==> config.mk <==
export PLATFORM = sky130hd
export DESIGN_NAME = bps_queue
export DESIGN_NICKNAME = d
export VERILOG_FILES = /design/src/sv/bps_pkg.sv /design/src/sv/bps_queue.sv
export SDC_FILE = /design/constraint.sdc
export NUM_CORES = 1
export LEC_CHECK = 0
export BUFFER_PORTS_ARGS = -buffer_cell sky130_fd_sc_hd__buf_2
export CAP_MARGIN = 10
export CORE_ASPECT_RATIO = 0.6
export CORE_UTILIZATION = 30
export DETAILED_ROUTE_END_ITERATION = 12
export SLEW_MARGIN = 15
export SYNTH_ARGS = -nofsm -noshare
export SYNTH_HDL_FRONTEND = slang
export SYNTH_SLANG_ARGS = --single-unit
==> constraint.sdc <==
create_clock -name clk -period 4 [get_ports clk]
set_input_delay 0.6 -clock clk [delete_from_list [all_inputs] [get_ports clk]]
set_output_delay 0.6 -clock clk [all_outputs]
set_load 0.03 [all_outputs]
==> src/sv/bps_pkg.sv <==
`timescale 1ns / 1ps
// Shared types and constants of the bilinear pixel sampler.
package bps_pkg;

	localparam int DEF_MAX_WIDTH  = 256;
	localparam int DEF_MAX_HEIGHT = 256;

	localparam int COORD_W  = 12;
	localparam int FRAC_W   = 4;
	localparam int INT_W    = COORD_W - FRAC_W;
	localparam int PIXEL_W  = 32;
	localparam int CH_W     = 8;
	localparam int NUM_CH   = PIXEL_W / CH_W;
	localparam int SIZE_W   = 13;
	localparam int CFG_W    = 9;
	localparam int CFG_IDX_W = 1;
	localparam int WGT_W    = FRAC_W + 1;
	localparam int WPROD_W  = 2 * FRAC_W + 1;
	localparam int ACC_W    = 2 * CH_W;

	localparam logic [WGT_W-1:0] WEIGHT_ONE = WGT_W'(16);
	localparam logic [CFG_W-1:0] SIZE_RESET = CFG_W'(256);

	localparam logic [CFG_IDX_W-1:0] REG_IMAGE_WIDTH  = 1'b0;
	localparam logic [CFG_IDX_W-1:0] REG_IMAGE_HEIGHT = 1'b1;

	localparam int QDEPTH  = 2;
	localparam int QPTR_W  = $clog2(QDEPTH);
	localparam int QCNT_W  = $clog2(QDEPTH + 1);

	typedef enum logic {
		OP_WRITE  = 1'b0,
		OP_SAMPLE = 1'b1
	} bps_op_t;

	typedef struct packed {
		bps_op_t              opcode;
		logic [COORD_W-1:0]   coord_x_q4;
		logic [COORD_W-1:0]   coord_y_q4;
		logic [PIXEL_W-1:0]   pixel_value;
	} bps_in_t;

	typedef struct packed {
		logic [PIXEL_W-1:0] sampled_color;
	} bps_out_t;

	typedef struct packed {
		logic               is_sample;
		logic [INT_W-1:0]   x0;
		logic [INT_W-1:0]   y0;
		logic [INT_W:0]     x1;
		logic [INT_W:0]     y1;
		logic [FRAC_W-1:0]  fx;
		logic [FRAC_W-1:0]  fy;
		logic [PIXEL_W-1:0] pixel;
	} bps_cmd_t;

endpackage

==> src/sv/bps_queue.sv <==
`timescale 1ns / 1ps
// Short command queue between the front end and the back end.
module bps_queue (
	input  logic              clk,
	input  logic              arst_n,
	input  logic              push,
	input  bps_pkg::bps_cmd_t push_data,
	output logic              full,
	input  logic              pop,
	output bps_pkg::bps_cmd_t head,
	output logic              head_valid
);
	import bps_pkg::*;

	bps_cmd_t           entry_q [QDEPTH];
	logic [QPTR_W-1:0]  wr_ptr_q;
	logic [QPTR_W-1:0]  rd_ptr_q;
	logic [QCNT_W-1:0]  count_q;

	assign full       = (count_q == QCNT_W'(QDEPTH));
	assign head_valid = (count_q != '0);
	assign head       = entry_q[rd_ptr_q];

	always_ff @(posedge clk) begin
		if (push) begin
			entry_q[wr_ptr_q] <= push_data;
		end
	end

	always_ff @(posedge clk or negedge arst_n) begin
		if (!arst_n) begin
			wr_ptr_q <= '0;
			rd_ptr_q <= '0;
			count_q  <= '0;
		end else begin
			if (push) begin
				wr_ptr_q <= wr_ptr_q + 1'b1;
			end
			if (pop) begin
				rd_ptr_q <= rd_ptr_q + 1'b1;
			end
			case ({push, pop})
				2'b10:   count_q <= count_q + 1'b1;
				2'b01:   count_q <= count_q - 1'b1;
				default: count_q <= count_q;
			endcase
		end
	end
endmodule

* Yosys cells after proc, flatten, opt, wreduce, memory -nomap -nowiden
Memory sizes are Yosys's and may differ from the RTL's. Index checks and enable logic that the tools add are counted.
Operators by class: div/mod/pow operators 0, order comparisons 0, equality and inequality tests 3, bitwise logic cells 0, reduce and logical (&&, ||, !) cells 2, shift operators 0, $add $sub $neg 4, mux-type cells 3, multipliers 0
Operators with widths (count):
- == test 2 bit, second input constant | 2
- case mux 2 bit (2 select lines) | 1
- nonzero test 2 bit | 2
- adder 1 bit, second input constant | 2
- adder 2 x 1 -> 2 bit, second input constant | 1
- == test 2 x 1 -> 1 bit, second input constant | 1
- 2-to-1 mux 1 bit | 2
- subtractor 2 x 1 -> 2 bit, second input constant | 1
Storage, ports and cells: memories kept 1, bits of input ports 79, memory bits (read-only) 0, RAM bits 150, register bits after elaboration 4, logic and storage cells 16, bits in latches 0, output and inout port bits 77
Memories:
- entry_q | depth 2, bits a word 75, read ports 1, clocked after memory_dff 0, write ports 1, line bps_queue.sv:15 | bps_cmd_t entry_q [QDEPTH];

* Depth between registers and ports, before layout
depth after elaboration 2, gate-level depth with buffers 5, gate-level depth less buffers 5

* Least setup slack after synthesis
OpenSTA, ideal clock, no wires.
path kind input to register, from input push, to memory entry_q[0][0] (netlist bit) (enable), cell stages on the path 2, path buffers 0, data required time 3.489 ns, library setup time 0.511 ns, setup slack -0.314 ns, arrival 3.803 ns, path through inv_1 nor2_1
Between the ends: cells in the longest elaborated chain, start to end 2
RTL lines:
- start, declared | line bps_queue.sv:6 | input logic push,
- 2-to-1 mux 1 bit | line bps_queue.sv:25 | if (push) begin
- 2-to-1 mux 1 bit (implied by the code) | line bps_queue.sv:26 | entry_q[wr_ptr_q] <= push_data;
- end, declared | line bps_queue.sv:15
Every way passes these cells.

==> out/results.ini <==
[global_routing]
grt_pass1_vias=2889
antenna_found_initial=2
grt_usage=0.1089
grt-ovfl-total=0
grt_pass1_wl_mm=15.67
grt_max_degree=76

[logic_synthesis]
synth_fp_nets=329
syn_inst=249
yosysWarnings=0
synth_area_per_cell_um2=23.10
synth_area_um2=5753
yosysUniqueCellTypes=15
seq_area_frac_synth=0.8003
synth-seq-cells=154

[setup_path]
crit_end=head[17]
worstSetupStartpoint=rd_ptr_q
cp_max_fo=47
worst_r2r_endpoint=entry_q[0][53]
critPathCaptureType=output port
critPathKind=flip-flop to output port
cp.arrival_ps=2210
rrSetupSlack_ps=2010
required_ps=3400
startpoint_type=flip-flop
r2r_start=wr_ptr_q
rr_worst_depth=2

[final_layout]
antenna_cells=0
final_common_cell=buf_2
synthToLayoutAreaGrowth_pct=29.10
instances_no_fill=673
layout_common_cells=buf_2, edfxtp_1, mux2_4
final_nets=500
drive_gt1_frac=0.6166

[cts]
root_buffer=clkbuf_16
cts_max_level=4
post-cts-setup-buffers=0
cts.sinks=154
clk_pin_slew_ps=60
clkLatencyLatePin_ps=410
tritoncts=built
cts.path.max_buffers=2
cts_buffers=17

[die]
die_area_um2=19750
io_pins=156
rows=38
fp.dieW_um=180.8
core-area_um2=18400
die_h_um=109.3
start_util=0.3127

[detailed_routing]
drc=0
via_per_inst=4.196
drt-total-wl_mm=10.44
dr_total_vias=2824
first_pass_iters=4
ant_nets=0
wire_per_inst_um=15.51
drt_iter0_drc=128

[min_path]
min_path_type=input pin to flip-flop

[sta]
rsz0062_at_grt=false
finalMaxSlewViolations=0
maxSlewHeadroom=0.2901
fin_crit_sh=0.7015
hold_viol=0
setup_viol=0
worst_slew_pin_slew_ps=1062
timing.setup.tns_ps=0
skew_ps=5.955
period_needed_ps=2806
fmaxAchievable_mhz=356.4

[power_and_ir_drop]
total_power_mw=5.881
vdd_drop_max_mv=0.3063
p_sw_frac=0.3394
combPwrFrac=0.328
power.net_switching_mw=1.996
p_clk_frac=0.275
p_seq_frac=0.397
power.density_nw_per_um2=791.9
p_int_mw=3.885
p_leak_nw=2.881

[run]
maxCapViolations=0

[placement]
placed_cells=640
finalWeightedCongestion=0.7308
port_buffers=155
dp.final_hpwl_mm=6.875

[outcome]
status=complete, no violations

## sequential cells by signal, summed over array words and instances (netlist names)
| signal | flops |
|---|---|
| count_q | 2 |
| rd_ptr_q | 1 |
| wr_ptr_q | 1 |
| entry_q | 150 |
## critical path, cell delays in order (launching register included)
cell and delay, ps:
dfrtp_4 900, buf_4 370, mux2_4 330, buf_2 180
## stage by stage
stage | setup slack, ps | hold slack (ps) | instance area [µm²] | util
final | 1194 | 371.1 | 7427 | 0.4036
after global routing | 1076 | 341.3 | 7427 | 0.4036
after CTS | 1146 | 347.1 | 7427 | 0.4036
after detailed placement | 1599 | 412.7 | 6818 | 0.3705
after global placement | 1595 | 406.7 | 6818 | 0.3705
after floorplan | 989.0 | 304.4 | 5756 | -
## power groups by stage
stage	logic, mW	clock network (mW)	registers, mW
after detailed placement	1.95	0	2.37
after global routing	2.04	1.73	2.37
final	1.93	1.62	2.33
after floorplan	1.57	0	2.25
after CTS	1.96	1.66	2.34
after global placement	1.94	0	2.36
## repair_timing
item / in CTS / in global routing
hold buffers: 1 / 0
gates resized for setup: 0 / 0
endpoints found under the hold margin: 4 / 0
## logic make-up after synthesis
| family | share of synthesized area |
|---|---|
| buf+inv | 0.01240 |
| simple gates | 0.004570 |
| fa+ha+maj | 0.002175 |
| mux | 0.1729 |
| flops | 0.8003 |
| xor+xnor | 0.007613 |
## synth_stat cells (all sizes together)
cell type | instances | area [µm²]
nor2b | 1 | 6.260
dfrtp | 4 | 100.1
nor2 | 2 | 7.510
edfxtp | 150 | 4504
inv | 1 | 3.750
mux2 | 75 | 994.7
and2 | 1 | 6.260
ha | 1 | 12.51
buf | 8 | 67.56
xor2 | 3 | 26.28
xnor2 | 2 | 17.52
or2 | 1 | 6.260
## how the worst min path moves through the flow
stage / slack [ps] / to / depth (start not counted) / startpoint
after global placement: 410 / count_q[1] / 1 / arst_n
after floorplan: 300 / count_q[0] / 0 / arst_n
after global routing: 340 / entry_q[0][38] / 1 / push_data[38]
after CTS: 350 / entry_q[0][31] / 1 / push_data[31]
final: 370 / entry_q[0][49] / 1 / push_data[49]
after detailed placement: 410 / wr_ptr_q / 1 / arst_n
## per-layer routing
metal	share of wire	track usage
met1	0.47	0.1354
met2	0.44	0.1635
met3	0.081	0.05645
met4	0.0080	0.03480
met5	0.0012	0
## final cells by class
cell class | instances | area [µm²]
well taps | 240 | 300.3
fillers | 1680 | 10970
inverters | 1 | 3.754
multi-input cells | 86 | 1087
repair buffers | 160 | 828.3
clock buffers | 19 | 432.9
flip-flops and latches | 154 | 4608
clock inverters | 13 | 166.4
Power figures use the tool's default switching activity.
